File: config.mk
export PLATFORM = sky130hd
export DESIGN_NAME = mesh_neighbor_table_parent_select
export DESIGN_NICKNAME = d
export VERILOG_FILES = /design/src/hdl/mntps_pkg.sv /design/src/hdl/mntps_ctrl.sv /design/src/hdl/mntps_datapath.sv /design/src/hdl/mesh_neighbor_table_parent_select.sv
export SDC_FILE = /design/constraint.sdc
export NUM_CORES = 2
export LEC_CHECK = 0
export ABC_AREA = 1
export BUFFER_PORTS_ARGS = -buffer_cell sky130_fd_sc_hd__buf_2
export CORE_MARGIN = 2
export CORE_UTILIZATION = 52
export DETAILED_ROUTE_END_ITERATION = 8
export PLACE_DENSITY_LB_ADDON = 0.05
export RECOVER_POWER = 50
export SLEW_MARGIN = 20
export SYNTH_ARGS = -nofsm -noshare
export SYNTH_HDL_FRONTEND = slang
export SYNTH_SLANG_ARGS = --single-unit
File: constraint.sdc
create_clock -name clk -period 12.7 [get_ports clk]
set_input_delay 0.635 -clock clk [delete_from_list [all_inputs] [get_ports clk]]
set_output_delay 0.635 -clock clk [all_outputs]
set_load 0.02 [all_outputs]
File: src/hdl/mntps_pkg.sv
// ----------------------------------------------------------------------------
// mntps_pkg
// Shared types and constants of the mesh neighbor table and parent select.
// ----------------------------------------------------------------------------
`default_nettype none

package mntps_pkg;

	typedef enum logic [1:0] {
		ACT_HELLO = 2'd0,
		ACT_TICK  = 2'd1,
		ACT_BEAT  = 2'd2,
		ACT_ACK   = 2'd3
	} action_t;

	localparam int CFG_IDX_W = 3;
	localparam logic [CFG_IDX_W-1:0] CFG_GATEWAY   = 3'd0;
	localparam logic [CFG_IDX_W-1:0] CFG_MY_ADDR   = 3'd1;
	localparam logic [CFG_IDX_W-1:0] CFG_TIMEOUT   = 3'd2;
	localparam logic [CFG_IDX_W-1:0] CFG_INTERVAL  = 3'd3;
	localparam logic [CFG_IDX_W-1:0] CFG_RETRY_LIM = 3'd4;

	localparam logic [7:0]        HOP_UNSYNC = 8'hFF;
	localparam logic signed [7:0] RSSI_FLOOR = -8'sd128;

	typedef enum logic [4:0] {
		OP_NONE,
		OP_LOAD,
		OP_IDX_INC,
		OP_FOUND,
		OP_CREATE,
		OP_HELLO_DROP,
		OP_SAMPLE,
		OP_SUM_ACC,
		OP_DIV_START,
		OP_DIV_STEP,
		OP_HELLO_WRITE,
		OP_KEEP,
		OP_COPY,
		OP_ADVANCE,
		OP_TICK_FINAL,
		OP_BEAT,
		OP_ACK,
		OP_EMIT
	} dp_op_t;

	typedef struct packed {
		action_t action;
		logic    self_hello;
		logic    idx_end;
		logic    match;
		logic    table_full;
		logic    stale;
		logic    keep_differs;
		logic    copy_last;
		logic    sum_last;
		logic    div_last;
		logic    out_free;
	} dp_status_t;

endpackage

`default_nettype wire

File: src/hdl/mntps_ctrl.sv
// ----------------------------------------------------------------------------
// mntps_ctrl
// Sequencer: walks the table for hello and process tick items and issues datapath operations.
// ----------------------------------------------------------------------------
`default_nettype none

module mntps_ctrl import mntps_pkg::*; (
	input  wire logic       clk,
	input  wire logic       arst_n,
	input  wire logic       in_valid,
	output logic            in_stall,
	input  dp_status_t      status,
	output dp_op_t          op
);

	typedef enum logic [4:0] {
		ST_IDLE,
		ST_DISPATCH,
		ST_H_WAIT,
		ST_H_CHK,
		ST_H_SAMPLE,
		ST_S_WAIT,
		ST_S_ACC,
		ST_D_START,
		ST_D_RUN,
		ST_H_WRITE,
		ST_P_WAIT,
		ST_P_CHK,
		ST_P_COPY_WAIT,
		ST_P_COPY,
		ST_P_ADV,
		ST_P_FINAL,
		ST_BEAT,
		ST_ACK,
		ST_EMIT
	} state_t;

	state_t state_q;
	state_t state_d;

	assign in_stall = (state_q != ST_IDLE);

	always_comb begin
		state_d = state_q;
		op      = OP_NONE;
		unique case (state_q)
			ST_IDLE: begin
				if (in_valid) begin
					op      = OP_LOAD;
					state_d = ST_DISPATCH;
				end
			end
			ST_DISPATCH: begin
				unique case (status.action)
					ACT_HELLO: state_d = status.self_hello ? ST_EMIT : ST_H_WAIT;
					ACT_TICK:  state_d = ST_P_WAIT;
					ACT_BEAT:  state_d = ST_BEAT;
					ACT_ACK:   state_d = ST_ACK;
					default:   state_d = ST_EMIT;
				endcase
			end
			ST_H_WAIT: begin
				if (!status.idx_end) begin
					state_d = ST_H_CHK;
				end else if (status.table_full) begin
					op      = OP_HELLO_DROP;
					state_d = ST_EMIT;
				end else begin
					op      = OP_CREATE;
					state_d = ST_H_SAMPLE;
				end
			end
			ST_H_CHK: begin
				if (status.match) begin
					op      = OP_FOUND;
					state_d = ST_H_SAMPLE;
				end else begin
					op      = OP_IDX_INC;
					state_d = ST_H_WAIT;
				end
			end
			ST_H_SAMPLE: begin
				op      = OP_SAMPLE;
				state_d = ST_S_WAIT;
			end
			ST_S_WAIT: state_d = ST_S_ACC;
			ST_S_ACC: begin
				op      = OP_SUM_ACC;
				state_d = status.sum_last ? ST_D_START : ST_S_WAIT;
			end
			ST_D_START: begin
				op      = OP_DIV_START;
				state_d = ST_D_RUN;
			end
			ST_D_RUN: begin
				op      = OP_DIV_STEP;
				if (status.div_last) begin
					state_d = ST_H_WRITE;
				end
			end
			ST_H_WRITE: begin
				op      = OP_HELLO_WRITE;
				state_d = ST_EMIT;
			end
			ST_P_WAIT: state_d = status.idx_end ? ST_P_FINAL : ST_P_CHK;
			ST_P_CHK: begin
				if (status.stale) begin
					op      = OP_IDX_INC;
					state_d = ST_P_WAIT;
				end else begin
					op      = OP_KEEP;
					state_d = status.keep_differs ? ST_P_COPY_WAIT : ST_P_ADV;
				end
			end
			ST_P_COPY_WAIT: state_d = ST_P_COPY;
			ST_P_COPY: begin
				op      = OP_COPY;
				state_d = status.copy_last ? ST_P_ADV : ST_P_COPY_WAIT;
			end
			ST_P_ADV: begin
				op      = OP_ADVANCE;
				state_d = ST_P_WAIT;
			end
			ST_P_FINAL: begin
				op      = OP_TICK_FINAL;
				state_d = ST_EMIT;
			end
			ST_BEAT: begin
				op      = OP_BEAT;
				state_d = ST_EMIT;
			end
			ST_ACK: begin
				op      = OP_ACK;
				state_d = ST_EMIT;
			end
			ST_EMIT: begin
				if (status.out_free) begin
					op      = OP_EMIT;
					state_d = ST_IDLE;
				end
			end
			default: state_d = ST_IDLE;
		endcase
	end

	always_ff @(posedge clk or negedge arst_n) begin
		if (!arst_n) begin
			state_q <= ST_IDLE;
		end else begin
			state_q <= state_d;
		end
	end

endmodule

`default_nettype wire

File: src/hdl/mntps_datapath.sv
// ----------------------------------------------------------------------------
// mntps_datapath
// Neighbor table memories, RSSI windows, serial divider, parent state and
// result register.
// ----------------------------------------------------------------------------
`default_nettype none

module mntps_datapath import mntps_pkg::*; #(
	parameter int MAX_NEIGHBORS = 16,
	parameter int RSSI_WINDOW   = 8,
	localparam int CW = $clog2(MAX_NEIGHBORS + 1)
) (
	input  wire logic                 clk,
	input  wire logic                 arst_n,
	input  dp_op_t                    op,
	output dp_status_t                status,
	input  wire logic                 cfg_write,
	input  wire logic [CFG_IDX_W-1:0] cfg_index,
	input  wire logic [47:0]          cfg_data,
	input  wire logic [1:0]           action,
	input  wire logic [31:0]          now_ms,
	input  wire logic [47:0]          sender_address,
	input  wire logic [7:0]           sender_hop,
	input  wire logic                 sender_relay,
	input  wire logic signed [7:0]    link_rssi,
	output logic                      out_valid,
	input  wire logic                 out_stall,
	output logic                      parent_valid,
	output logic [47:0]               parent_address,
	output logic [7:0]                own_hop,
	output logic [CW-1:0]             neighbor_total,
	output logic                      parent_selected,
	output logic                      parent_dropped,
	output logic                      heartbeat_send,
	output logic [31:0]               heartbeat_number,
	output logic                      hello_dropped
);

	localparam int EW   = (MAX_NEIGHBORS > 1) ? $clog2(MAX_NEIGHBORS) : 1;
	localparam int SW   = (RSSI_WINDOW > 1) ? $clog2(RSSI_WINDOW) : 1;
	localparam int NW   = $clog2(RSSI_WINDOW + 1);
	localparam int SUMW = 8 + NW;
	localparam int DCW  = $clog2(SUMW + 1);
	localparam int WIN_DEPTH = 2 ** (EW + SW);

	// Item fields.
	action_t            act_q;
	logic [31:0]        now_q;
	logic [47:0]        addr_q;
	logic [7:0]         hop_in_q;
	logic               relay_in_q;
	logic signed [7:0]  rssi_q;

	// Configuration.
	logic        gw_q;
	logic [47:0] my_addr_q;
	logic [31:0] timeout_q;
	logic [31:0] interval_q;
	logic [7:0]  limit_q;

	// Node state.
	logic [CW-1:0] fill_q;
	logic [47:0]   par_addr_q;
	logic          par_ok_q;
	logic [7:0]    hop_q;
	logic [7:0]    unacked_q;
	logic [31:0]   last_beat_q;
	logic [31:0]   seq_q;

	// Walk counters and working values.
	logic [CW-1:0]         idx_q;
	logic [CW-1:0]         keep_q;
	logic [SW-1:0]         slot_q;
	logic [NW-1:0]         cur_cnt_q;
	logic [SW-1:0]         cur_wpos_q;
	logic signed [SUMW-1:0] sum_q;
	logic [NW-1:0]         rem_q;
	logic [SUMW-1:0]       quo_q;
	logic                  neg_q;
	logic [DCW-1:0]        div_cnt_q;

	// Leading parent candidate of the current tick.
	logic              found_q;
	logic [7:0]        lead_hop_q;
	logic              lead_relay_q;
	logic signed [7:0] lead_rssi_q;
	logic [47:0]       lead_addr_q;
	logic              present_q;

	// Item result flags.
	logic        sel_q;
	logic        drop_q;
	logic        hbs_q;
	logic [31:0] hbn_q;
	logic        hdrop_q;

	// Neighbor record memory, one field per array, shared address.
	logic [47:0]       rec_addr_m  [MAX_NEIGHBORS];
	logic [7:0]        rec_hop_m   [MAX_NEIGHBORS];
	logic              rec_relay_m [MAX_NEIGHBORS];
	logic [NW-1:0]     rec_cnt_m   [MAX_NEIGHBORS];
	logic [SW-1:0]     rec_wpos_m  [MAX_NEIGHBORS];
	logic signed [7:0] rec_avg_m   [MAX_NEIGHBORS];
	logic [31:0]       rec_seen_m  [MAX_NEIGHBORS];

	logic [47:0]       rd_addr_q;
	logic [7:0]        rd_hop_q;
	logic              rd_relay_q;
	logic [NW-1:0]     rd_cnt_q;
	logic [SW-1:0]     rd_wpos_q;
	logic signed [7:0] rd_avg_q;
	logic [31:0]       rd_seen_q;

	logic signed [7:0] win_m [WIN_DEPTH];
	logic signed [7:0] win_rd_q;

	logic              rec_we;
	logic [EW-1:0]     rec_wa;
	logic [47:0]       rec_w_addr;
	logic [7:0]        rec_w_hop;
	logic              rec_w_relay;
	logic [NW-1:0]     rec_w_cnt;
	logic [SW-1:0]     rec_w_wpos;
	logic signed [7:0] rec_w_avg;
	logic [31:0]       rec_w_seen;

	logic              win_we;
	logic [EW+SW-1:0]  win_wa;
	logic signed [7:0] win_wd;

	logic [SUMW-1:0]   quo_neg;
	logic signed [7:0] avg_w;
	logic [NW:0]       trial;
	logic [NW:0]       divisor;
	logic              eligible;
	logic              take;
	logic              ok1;
	logic              drop1;
	logic              drop2;
	logic              ok2;
	logic              pick;
	logic              beat_due;
	logic [SW-1:0]     wpos_next;
	logic [31:0]       age;

	assign quo_neg = -quo_q;
	assign avg_w   = neg_q ? signed'(quo_neg[7:0]) : signed'(quo_q[7:0]);
	assign trial   = {rem_q, quo_q[SUMW-1]};
	assign divisor = {1'b0, cur_cnt_q};
	assign age     = now_q - rd_seen_q;

	assign wpos_next = (cur_wpos_q == SW'(RSSI_WINDOW - 1)) ? '0 : cur_wpos_q + SW'(1);

	// Candidate rule: lower hop first, then relay, then strictly stronger average.
	assign eligible = (rd_hop_q != HOP_UNSYNC) && (rd_hop_q < hop_q);
	always_comb begin
		take = 1'b0;
		if (rd_hop_q < lead_hop_q) begin
			take = 1'b1;
		end else if (rd_hop_q == lead_hop_q) begin
			if (rd_relay_q && !lead_relay_q) begin
				take = 1'b1;
			end else if ((rd_relay_q == lead_relay_q) && (rd_avg_q > lead_rssi_q)) begin
				take = 1'b1;
			end
		end
	end

	assign ok1   = par_ok_q && present_q;
	assign drop1 = par_ok_q && !present_q;
	assign drop2 = ok1 && !gw_q && (unacked_q >= limit_q);
	assign ok2   = ok1 && !drop2;
	assign pick  = !gw_q && !ok2 && found_q;

	assign beat_due = par_ok_q && ((now_q - last_beat_q) >= interval_q);

	always_comb begin
		status              = '0;
		status.action       = act_q;
		status.self_hello   = (addr_q == my_addr_q);
		status.idx_end      = (idx_q == fill_q);
		status.match        = (rd_addr_q == addr_q);
		status.table_full   = (fill_q == CW'(MAX_NEIGHBORS));
		status.stale        = (age > timeout_q);
		status.keep_differs = (keep_q != idx_q);
		status.copy_last    = (slot_q == SW'(RSSI_WINDOW - 1));
		status.sum_last     = ((NW'(slot_q) + NW'(1)) == cur_cnt_q);
		status.div_last     = (div_cnt_q == DCW'(1));
		status.out_free     = !out_valid || !out_stall;
	end

	// Memory write selection.
	always_comb begin
		rec_we      = 1'b0;
		rec_wa      = idx_q[EW-1:0];
		rec_w_addr  = addr_q;
		rec_w_hop   = hop_in_q;
		rec_w_relay = relay_in_q;
		rec_w_cnt   = cur_cnt_q;
		rec_w_wpos  = cur_wpos_q;
		rec_w_avg   = avg_w;
		rec_w_seen  = now_q;
		win_we      = 1'b0;
		win_wa      = {idx_q[EW-1:0], cur_wpos_q};
		win_wd      = rssi_q;
		if (op == OP_HELLO_WRITE) begin
			rec_we = 1'b1;
		end
		if (op == OP_KEEP) begin
			rec_we      = 1'b1;
			rec_wa      = keep_q[EW-1:0];
			rec_w_addr  = rd_addr_q;
			rec_w_hop   = rd_hop_q;
			rec_w_relay = rd_relay_q;
			rec_w_cnt   = rd_cnt_q;
			rec_w_wpos  = rd_wpos_q;
			rec_w_avg   = rd_avg_q;
			rec_w_seen  = rd_seen_q;
		end
		if (op == OP_SAMPLE) begin
			win_we = 1'b1;
		end
		if (op == OP_COPY) begin
			win_we = 1'b1;
			win_wa = {keep_q[EW-1:0], slot_q};
			win_wd = win_rd_q;
		end
	end

	always_ff @(posedge clk) begin
		rd_addr_q  <= rec_addr_m[idx_q[EW-1:0]];
		rd_hop_q   <= rec_hop_m[idx_q[EW-1:0]];
		rd_relay_q <= rec_relay_m[idx_q[EW-1:0]];
		rd_cnt_q   <= rec_cnt_m[idx_q[EW-1:0]];
		rd_wpos_q  <= rec_wpos_m[idx_q[EW-1:0]];
		rd_avg_q   <= rec_avg_m[idx_q[EW-1:0]];
		rd_seen_q  <= rec_seen_m[idx_q[EW-1:0]];
		if (rec_we) begin
			rec_addr_m[rec_wa]  <= rec_w_addr;
			rec_hop_m[rec_wa]   <= rec_w_hop;
			rec_relay_m[rec_wa] <= rec_w_relay;
			rec_cnt_m[rec_wa]   <= rec_w_cnt;
			rec_wpos_m[rec_wa]  <= rec_w_wpos;
			rec_avg_m[rec_wa]   <= rec_w_avg;
			rec_seen_m[rec_wa]  <= rec_w_seen;
		end
	end

	// Window slots at or above the sample count are never summed, so a new
	// entry needs no clearing.
	always_ff @(posedge clk) begin
		win_rd_q <= win_m[{idx_q[EW-1:0], slot_q}];
		if (win_we) begin
			win_m[win_wa] <= win_wd;
		end
	end

	always_ff @(posedge clk or negedge arst_n) begin
		if (!arst_n) begin
			act_q        <= ACT_HELLO;
			now_q        <= '0;
			addr_q       <= '0;
			hop_in_q     <= '0;
			relay_in_q   <= 1'b0;
			rssi_q       <= '0;
			gw_q         <= 1'b0;
			my_addr_q    <= '0;
			timeout_q    <= 32'd10000;
			interval_q   <= 32'd5000;
			limit_q      <= 8'd3;
			fill_q       <= '0;
			par_addr_q   <= '0;
			par_ok_q     <= 1'b0;
			hop_q        <= HOP_UNSYNC;
			unacked_q    <= '0;
			last_beat_q  <= '0;
			seq_q        <= '0;
			idx_q        <= '0;
			keep_q       <= '0;
			slot_q       <= '0;
			cur_cnt_q    <= '0;
			cur_wpos_q   <= '0;
			sum_q        <= '0;
			rem_q        <= '0;
			quo_q        <= '0;
			neg_q        <= 1'b0;
			div_cnt_q    <= '0;
			found_q      <= 1'b0;
			lead_hop_q   <= HOP_UNSYNC;
			lead_relay_q <= 1'b0;
			lead_rssi_q  <= RSSI_FLOOR;
			lead_addr_q  <= '0;
			present_q    <= 1'b0;
			sel_q        <= 1'b0;
			drop_q       <= 1'b0;
			hbs_q        <= 1'b0;
			hbn_q        <= '0;
			hdrop_q      <= 1'b0;
		end else begin
			unique case (op)
				OP_NONE: begin
				end
				OP_LOAD: begin
					act_q        <= action_t'(action);
					now_q        <= now_ms;
					addr_q       <= sender_address;
					hop_in_q     <= sender_hop;
					relay_in_q   <= sender_relay;
					rssi_q       <= link_rssi;
					idx_q        <= '0;
					keep_q       <= '0;
					slot_q       <= '0;
					found_q      <= 1'b0;
					lead_hop_q   <= HOP_UNSYNC;
					lead_relay_q <= 1'b0;
					lead_rssi_q  <= RSSI_FLOOR;
					present_q    <= 1'b0;
					sel_q        <= 1'b0;
					drop_q       <= 1'b0;
					hbs_q        <= 1'b0;
					hbn_q        <= '0;
					hdrop_q      <= 1'b0;
				end
				OP_IDX_INC: idx_q <= idx_q + CW'(1);
				OP_FOUND: begin
					cur_cnt_q  <= rd_cnt_q;
					cur_wpos_q <= rd_wpos_q;
				end
				OP_CREATE: begin
					idx_q      <= fill_q;
					cur_cnt_q  <= '0;
					cur_wpos_q <= '0;
					fill_q     <= fill_q + CW'(1);
				end
				OP_HELLO_DROP: hdrop_q <= 1'b1;
				OP_SAMPLE: begin
					cur_wpos_q <= wpos_next;
					if (cur_cnt_q != NW'(RSSI_WINDOW)) begin
						cur_cnt_q <= cur_cnt_q + NW'(1);
					end
					slot_q <= '0;
					sum_q  <= '0;
				end
				OP_SUM_ACC: begin
					sum_q  <= sum_q + {{(SUMW - 8){win_rd_q[7]}}, win_rd_q};
					slot_q <= slot_q + SW'(1);
				end
				OP_DIV_START: begin
					neg_q     <= sum_q[SUMW-1];
					quo_q     <= sum_q[SUMW-1] ? -sum_q : sum_q;
					rem_q     <= '0;
					div_cnt_q <= DCW'(SUMW);
				end
				OP_DIV_STEP: begin
					if (trial >= divisor) begin
						rem_q <= NW'(trial - divisor);
						quo_q <= {quo_q[SUMW-2:0], 1'b1};
					end else begin
						rem_q <= trial[NW-1:0];
						quo_q <= {quo_q[SUMW-2:0], 1'b0};
					end
					div_cnt_q <= div_cnt_q - DCW'(1);
				end
				OP_HELLO_WRITE: begin
				end
				OP_KEEP: begin
					slot_q <= '0;
					if (rd_addr_q == par_addr_q) begin
						present_q <= 1'b1;
					end
					if (eligible && take) begin
						found_q      <= 1'b1;
						lead_hop_q   <= rd_hop_q;
						lead_relay_q <= rd_relay_q;
						lead_rssi_q  <= rd_avg_q;
						lead_addr_q  <= rd_addr_q;
					end
				end
				OP_COPY: slot_q <= slot_q + SW'(1);
				OP_ADVANCE: begin
					keep_q <= keep_q + CW'(1);
					idx_q  <= idx_q + CW'(1);
				end
				OP_TICK_FINAL: begin
					fill_q   <= keep_q;
					par_ok_q <= ok2 || pick;
					drop_q   <= drop1 || drop2;
					if (drop1 || drop2) begin
						unacked_q <= '0;
					end
					if (pick) begin
						par_addr_q <= lead_addr_q;
						hop_q      <= lead_hop_q + 8'd1;
						unacked_q  <= '0;
						sel_q      <= 1'b1;
					end
				end
				OP_BEAT: begin
					if (beat_due) begin
						last_beat_q <= now_q;
						hbs_q       <= 1'b1;
						hbn_q       <= seq_q;
						seq_q       <= seq_q + 32'd1;
						if (unacked_q != 8'hFF) begin
							unacked_q <= unacked_q + 8'd1;
						end
					end
				end
				OP_ACK: begin
					if (addr_q == par_addr_q) begin
						unacked_q <= '0;
					end
				end
				OP_EMIT: begin
				end
				default: begin
				end
			endcase

			if (cfg_write) begin
				unique case (cfg_index)
					CFG_GATEWAY: begin
						gw_q <= cfg_data[0];
						if (cfg_data[0]) begin
							hop_q      <= '0;
							par_ok_q   <= 1'b0;
							par_addr_q <= '0;
						end
					end
					CFG_MY_ADDR:   my_addr_q  <= cfg_data;
					CFG_TIMEOUT:   timeout_q  <= cfg_data[31:0];
					CFG_INTERVAL:  interval_q <= cfg_data[31:0];
					CFG_RETRY_LIM: limit_q    <= cfg_data[7:0];
					default: begin
					end
				endcase
			end
		end
	end

	// Result register.
	always_ff @(posedge clk or negedge arst_n) begin
		if (!arst_n) begin
			out_valid <= 1'b0;
		end else if (op == OP_EMIT) begin
			out_valid <= 1'b1;
		end else if (!out_stall) begin
			out_valid <= 1'b0;
		end
	end

	always_ff @(posedge clk) begin
		if (op == OP_EMIT) begin
			parent_valid     <= par_ok_q;
			parent_address   <= par_ok_q ? par_addr_q : '0;
			own_hop          <= hop_q;
			neighbor_total   <= fill_q;
			parent_selected  <= sel_q;
			parent_dropped   <= drop_q;
			heartbeat_send   <= hbs_q;
			heartbeat_number <= hbn_q;
			hello_dropped    <= hdrop_q;
		end
	end

endmodule

`default_nettype wire

File: src/hdl/mesh_neighbor_table_parent_select.sv
// ----------------------------------------------------------------------------
// mesh_neighbor_table_parent_select
// Mesh neighbor table with windowed RSSI averages and parent selection.
// ----------------------------------------------------------------------------
// Usage: one event beat enters on in_valid/in_stall (hello, process tick,
// heartbeat tick or heartbeat ack) and exactly one result beat leaves on
// out_valid/out_stall. Configuration is written through cfg_write,
// cfg_index and cfg_data while no event is in flight.
// Latency depends on the event. A hello searches the table entry by entry,
// sums the stored samples and runs SUMW (8 + bits of the sample count)
// divider steps; the serial divider and the single read port of the record
// memory set this. A process tick visits each entry, keeping or removing
// it, and copies all RSSI_WINDOW window slots of each entry moved down.
// One event is processed at a time; in_stall is high from acceptance until
// its result is loaded into the output register.
// Reset clears the table, the parent and the counters; hop count becomes 255.
// A stalled result holds in the output register; the next event can be taken
// and worked on meanwhile but its result waits until the register is free.
// ----------------------------------------------------------------------------
`default_nettype none

module mesh_neighbor_table_parent_select import mntps_pkg::*; #(
	parameter int MAX_NEIGHBORS = 16,
	parameter int RSSI_WINDOW   = 8
) (
	input  wire logic                 clk,
	input  wire logic                 arst_n,
	input  wire logic                 in_valid,
	output logic                      in_stall,
	input  wire logic [1:0]           action,
	input  wire logic [31:0]          now_ms,
	input  wire logic [47:0]          sender_address,
	input  wire logic [7:0]           sender_hop,
	input  wire logic                 sender_relay,
	input  wire logic signed [7:0]    link_rssi,
	input  wire logic                 cfg_write,
	input  wire logic [CFG_IDX_W-1:0] cfg_index,
	input  wire logic [47:0]          cfg_data,
	output logic                      out_valid,
	input  wire logic                 out_stall,
	output logic                      parent_valid,
	output logic [47:0]               parent_address,
	output logic [7:0]                own_hop,
	output logic [$clog2(MAX_NEIGHBORS + 1)-1:0] neighbor_total,
	output logic                      parent_selected,
	output logic                      parent_dropped,
	output logic                      heartbeat_send,
	output logic [31:0]               heartbeat_number,
	output logic                      hello_dropped
);

	dp_op_t     op;
	dp_status_t status;

	mntps_ctrl u_ctrl (
		.clk      (clk),
		.arst_n   (arst_n),
		.in_valid (in_valid),
		.in_stall (in_stall),
		.status   (status),
		.op       (op)
	);

	mntps_datapath #(
		.MAX_NEIGHBORS (MAX_NEIGHBORS),
		.RSSI_WINDOW   (RSSI_WINDOW)
	) u_datapath (
		.clk              (clk),
		.arst_n           (arst_n),
		.op               (op),
		.status           (status),
		.cfg_write        (cfg_write),
		.cfg_index        (cfg_index),
		.cfg_data         (cfg_data),
		.action           (action),
		.now_ms           (now_ms),
		.sender_address   (sender_address),
		.sender_hop       (sender_hop),
		.sender_relay     (sender_relay),
		.link_rssi        (link_rssi),
		.out_valid        (out_valid),
		.out_stall        (out_stall),
		.parent_valid     (parent_valid),
		.parent_address   (parent_address),
		.own_hop          (own_hop),
		.neighbor_total   (neighbor_total),
		.parent_selected  (parent_selected),
		.parent_dropped   (parent_dropped),
		.heartbeat_send   (heartbeat_send),
		.heartbeat_number (heartbeat_number),
		.hello_dropped    (hello_dropped)
	);

endmodule

`default_nettype wire

Word-level counts from Yosys, hierarchy flattened
Memories as Yosys holds them, arrays and structs flattened. A register that Yosys moved wholly into a read port is not among the register bits. Index checks and enable logic that the tools add are counted.

Bits of input ports: 155. Bits in writable memories: 2688. Memories: 8. Word-level logic and storage cells: 307. Flip-flop bits (word level): 614.

Memory list: u_datapath.win_m (depth 128, width 8, read ports 1, clocked after Yosys merged registers in 1, wr ports 1, RTL line mntps_datapath.sv:114) `logic signed [7:0] win_m [WIN_DEPTH];`; u_datapath.rec_addr_m (depth 16, width 48, read ports 1, clocked after Yosys merged registers in 1, wr ports 1, RTL line mntps_datapath.sv:98) `logic [47:0] rec_addr_m [MAX_NEIGHBORS];`; u_datapath.rec_seen_m (depth 16, width 32, read ports 1, clocked after Yosys merged registers in 1, wr ports 1, RTL line mntps_datapath.sv:104) `logic [31:0] rec_seen_m [MAX_NEIGHBORS];`; u_datapath.rec_avg_m (depth 16, width 8, read ports 1, clocked after Yosys merged registers in 1, wr ports 1, RTL line mntps_datapath.sv:103) `logic signed [7:0] rec_avg_m [MAX_NEIGHBORS];`; u_datapath.rec_hop_m (depth 16, width 8, read ports 1, clocked after Yosys merged registers in 1, wr ports 1, RTL line mntps_datapath.sv:99) `logic [7:0] rec_hop_m [MAX_NEIGHBORS];`; u_datapath.rec_cnt_m (depth 16, width 4, read ports 1, clocked after Yosys merged registers in 1, wr ports 1, RTL line mntps_datapath.sv:101) `logic [NW-1:0] rec_cnt_m [MAX_NEIGHBORS];`; +2 memories.

Equal/unequal tests: 70. Add/sub/neg operators: 17. Mux-type cells: 99. $lt $le $gt $ge: 7. Reduce and logical (&&, ||, !) cells: 56.

Operators by type and width (number): $mux W48 (6); $eq A48 B48 Y1 (4); $mux W8 (16); $eq A5 B4 Y1 const B (16); $pmux W5 S16 (1); $pmux W5 S15 (1); $mux W32 (2); $pmux W32 S2 (1); $sub A32 B32 Y32 (2); $pmux W12 S2 (2); $mux W5 (9); $eq A5 B3 Y1 const B (8); $add A32 B1 Y32 const B (1); $ge A32 B32 Y1 (1); $gt A32 B32 Y1 (1); $pmux W8 S2 (2); $eq A5 B5 Y1 const B (6); $mux W1 (28); $pmux W8 S3 (1); $reduce_and A2 Y1 (12); $eq A5 B2 Y1 const B (4); $mux W4 (5); $pmux W5 S2 (2); $pmux W5 S4 (1); 55 further kinds (117).

Longest topological paths before layout
Depth after elaboration: 13. Depth in mapped cells: 33. Gate-level depth less buffers: 32.

Modules after synthesis
From an unflattened synthesis, not the netlist that was laid out.

Cell total of the unflattened synthesis: 12291. Area, all modules: 142253.9 µm².

By module, submodules not included: mntps_datapath (cells an instance 12174, seq. area each 98725.9 µm², instances 1, area each 141590.8 µm²); mntps_ctrl (cells an instance 117, seq. area each 125.1 µm², instances 1, area each 663.1 µm²).

Worst setup path before layout
OpenSTA, ideal clock, no wires.

Path kind: register -> register. From: register u_ctrl.state_q[3]. To: register u_datapath.idx_q[0]. Data arrival time: 8711 ps. Clock period less this slack: 8836 ps. Stages on the path, launching flop included: 13. Buffers on the path: 0. Data required time: 12575 ps. Slack: 3864 ps. Cells stage by stage: dfrtp_1 -> nor2_2 -> nand2_1 -> nor3_1 -> inv_1 -> nand3_1 -> nor2_1 -> nand2_1 -> nor2_1 -> nand2_2 -> nand2_1 -> nand2_1 -> nand3_1.

Cells in the longest elaborated chain, start to end: 5.

Ends and longest elaborated chain: from (decl) (RTL line mntps_ctrl.sv:38) `state_t state_q;`; from (signal assigned) (RTL line mntps_ctrl.sv:150) `state_q <= state_d;`; $eq A5 B5 Y1 (tied with other cells) (RTL line mntps_ctrl.sv:46) `unique case (state_q)`; $pmux W5 S15 (*) (RTL line mntps_ctrl.sv:46); $eq A5 B2 Y1 / $eq A5 B4 Y1 (equally long branches) (RTL line mntps_datapath.sv:300) `unique case (op)`; $reduce_or A2 Y1 (no line); $pmux W5 S3 / $reduce_bool A3 Y1 (equally long branches); to (signal assigned) (RTL line mntps_datapath.sv:324) `OP_IDX_INC: idx_q <= idx_q + CW'(1);`; to (signal assigned) (RTL line mntps_datapath.sv:330) `idx_q <= fill_q;`; to (signal assigned) (RTL line mntps_datapath.sv:382) `idx_q <= idx_q + CW'(1);`; to (decl) (RTL line mntps_datapath.sv:71) `logic [CW-1:0] idx_q;`.

Every way passes the cells marked *; elsewhere a longest branch is shown, timed or not. A chain may end at the register's enable or synchronous reset.

==> metrics <==
status finished with violations; failing checks max-capacitance violations, max-slew violations; Ys Warns 0; Min-Delay Path Depth 3; postcts setup bufs 0; worst r2r src u_datapath.idx_q[1]; area leader, netlist edfxtp_1; clk buf depth 4; hold crit path type in2reg; Synth top area share between 50 and 60%; ys flop type edfxtp_1; largest net degree at the start of global routing about 200; CP required 13.39 ns; Slew headroom -276.8%; placed insts between 15000 and 20000; Max Fclk approximately 110 MHz; Crit. End Element flip-flop; Finished Layout Cells about 16000; setup TNS 0 ns; Synth Instances 12060; reg2reg end u_datapath.rd_addr_q[34]; full die area 0.2765 mm²; CTS tree yes; crit path kind reg2reg; PwrDens between 200 and 250 mW/mm²; Syn Area/Cell approximately 12 µm²; Max VDD drop roughly 210 µV; cts bufs inserted about 360; top post-synthesis cells by area edfxtp_1 59%, dfrtp_1 8.6%, o21ai_0 7.0%, nor2_1 4.9%, nand2_1 3.6%; DR vias/cell about 6.1; vias in the first global route ~94000; post-route antenna net violation count 0; dpl ws just over 5 ns; Initial Util between 50% and 60%; vias between 90000 and 100k; core area approximately 0.27 mm²; post-synthesis register bit count approximately 3400; WHS Endpoint u_datapath.act_q[1]; die width 525.8 µm; sequential-to-total area share from yosys stat a little over two thirds; critical path data arrival time 10.03 ns; CTS HTree Levels 5; Post-Route WL 431300 µm; Max-Cap Viols 45; first-pass GRT wire length 632300 µm; number of antenna violations at the first check in global routing 21; Final Max Tran Viols around 2300; # rows 191; IO Pins approximately 260; design area between 0.15 and 0.2 mm²; final net count roughly 13000; initial drt markers about 11000; R2R Setup Slk 3.36 ns; CTS Root Cell clkbuf_16; Final Hold Violating Endpoints 0; Leakage 57.58 nW; DR WL/cell 26.74 µm; startpoint types flip-flop; Placement Cell Area roughly 0.15 mm²; Post-synth EDFFs around 2800; unrepaired setup endpoints after global routing false; Synth async-reset ratio around 15%; GRT Residual Overflow 0; die height approximately 530 µm; P&R area growth vs syn 12.26%; R2R depth 8; Unique masters post-synth 63; maximum net fanout on the critical path 172; Hold Path Origin action[1]; DRT Pass-1 Iters 8; # DRC 0; crit share post-route between 70% and 80%; hpwl dp 256100 µm; Buffers on Ports 254; crit path time final roughly 9.3 ns; slack of the critical path roughly 3.4 ns; post-synth net total 12410; Reg clk slew, reported paths roughly 0.060 ns; placer congestion estimate between 0.8 and 0.9; # clock sinks 3414; clk_lat worst skew between 0.9 and 1 ns; Final Setup Violations 0; share of post-route cells with drive strength above 1 7.494%; All-Layer GR Usage between 30% and 40%; clk_skew around 0.054 ns; mapped cell area around 0.14 mm²; slew of the pin with the lowest slew margin roughly 5.6 ns
-- per-stage QoR --
stage	util, %	power (mW)	hold WS (ns)
floorplan	-	21.80	0.3394
global placement	54.20	26.19	0.4320
detailed placement	54.20	26.35	0.4331
CTS	58.88	36.80	0.004324
global route	58.70	38.56	0.03026
finish	58.70	36.86	0.05229
-- cell type report --
type                       count  area, µm²
inverter                     594       2268
clock buffer                 473       9728
antenna                        6      15.01
multi-input combinational   7311      37660
tap                         3570       4467
timing repair buffer         582       4003
clock inverter               182       1927
sequential                  3414      98880
fill                       22170     111800
-- critical path, cell delays in order (launching register included) --
cell,delay (ns)
dfrtp_4,0.96
buf_12,0.43
clkinvlp_2,4.20
buf_4,1.94
buf_12,0.47
o21ai_0,0.30
o221ai_1,0.16
nand3_1,0.14
nand2_1,0.23
-- cell usage in the layout (no fill, tap or decap), types with 33 or more instances in the layout --
master / instances
a21oi_1: 210
buf_2: 151
buf_4: 160
bufinv_16: 33
clkbuf_1: 233
clkbuf_16: 364
clkinv_1: 58
clkinv_2: 58
dfrtp_1: 479
dfxtp_1: 112
dlygate4sd3_1: 102
edfxtp_1: 2786
ha_1: 190
inv_1: 577
nand2_1: 1376
nand3_1: 313
nand4_1: 51
nor2_1: 1837
nor3_1: 95
o211ai_1: 81
o21ai_0: 1969
o221ai_1: 354
o22ai_1: 391
xnor2_1: 107
xor2_1: 151
-- report_power, final --
part	internal, mW	switching, mW	leakage (nW)
registers	14.2	0.974	33.0
clock network	6.08	4.40	5.68
logic	3.11	8.10	18.9
-- timing repair --
action	CTS	global route
resized for setup	0	0
hold buffers	102	0
hold endpoints to repair	166	0
endpoints found under the setup margin	0	0
-- state kept, by name (all words and copies together) (netlist names), 48 cells and up --
register / cells
u_datapath.par_addr_q: 48
u_datapath.my_addr_q: 48
u_datapath.rec_cnt_m: 64
u_datapath.rd_addr_q: 48
u_datapath.rec_addr_m: 768
u_datapath.rec_hop_m: 128
u_datapath.rec_avg_m: 128
u_datapath.addr_q: 48
u_datapath.lead_addr_q: 48
u_datapath.rec_seen_m: 512
u_datapath.parent_address: 48
u_datapath.rec_wpos_m: 48
u_datapath.win_m: 1024
-- worst max path at each step --
stage                              endpoint  cells after the start  slack (ns)                 from
3_3_place_gp   u_datapath.rec_seen_m[0][16]                     31        4.89  u_datapath.now_q[2]
2_1_floorplan           u_datapath.idx_q[0]                     12        3.86    u_ctrl.state_q[3]
5_1_grt              u_datapath.win_rd_q[6]                      7        3.09  u_datapath.idx_q[1]
4_1_cts         u_datapath.rec_seen_m[0][3]                     31        5.00  u_datapath.now_q[2]
6_report           u_datapath.rd_addr_q[34]                      8        3.36  u_datapath.idx_q[1]
3_5_place_dp   u_datapath.rec_seen_m[0][16]                     31        5.04  u_datapath.now_q[2]
-- Yosys cell counts, types with 14 or more instances --
| cell | number |
|---|---|
| o21ai_0 | 1971 |
| a2111oi_0 | 14 |
| nand3_1 | 310 |
| o211ai_1 | 81 |
| edfxtp_1 | 2786 |
| xor2_1 | 151 |
| buf_1 | 57 |
| inv_1 | 577 |
| dfxtp_1 | 112 |
| nand4_1 | 51 |
| clkbuf_1 | 591 |
| xnor2_1 | 107 |
| nor4_1 | 16 |
| o221ai_1 | 354 |
| a21oi_1 | 210 |
| dfrtp_1 | 487 |
| o22ai_1 | 391 |
| dfstp_2 | 29 |
| nor2_1 | 1846 |
| nand2_1 | 1373 |
| ha_1 | 190 |
| buf_2 | 85 |
| nor3_1 | 94 |
-- cell families (layout without fill, tap and decap cells) --
kind of cell,Yosys count,count (layout),share of synthesized area [%]
compound gates,3109,3109,12.62
xor+xnor,258,258,1.596
fa+ha+maj,194,194,1.736
buf+inv,1332,1831,3.626
flops,3414,3414,69.81
mux,8,8,0.06363
other cells,0,6,0
simple gates,3742,3742,10.55
-- routing by layer --
| metal | GRT usage [%] | part of all wire, % | vias to the layer above |
|---|---|---|---|
| met4 | 9.946 | 3.5 | 4 |
| met2 | 47.42 | 46 | 4448 |
| li1 | - | - | 43770 |
| met5 | 0 | 0.0042 | - |
| met3 | 5.048 | 8.9 | 726 |
| met1 | 44.05 | 42 | 49180 |
Note: power is estimated with default switching activity, not from simulation.
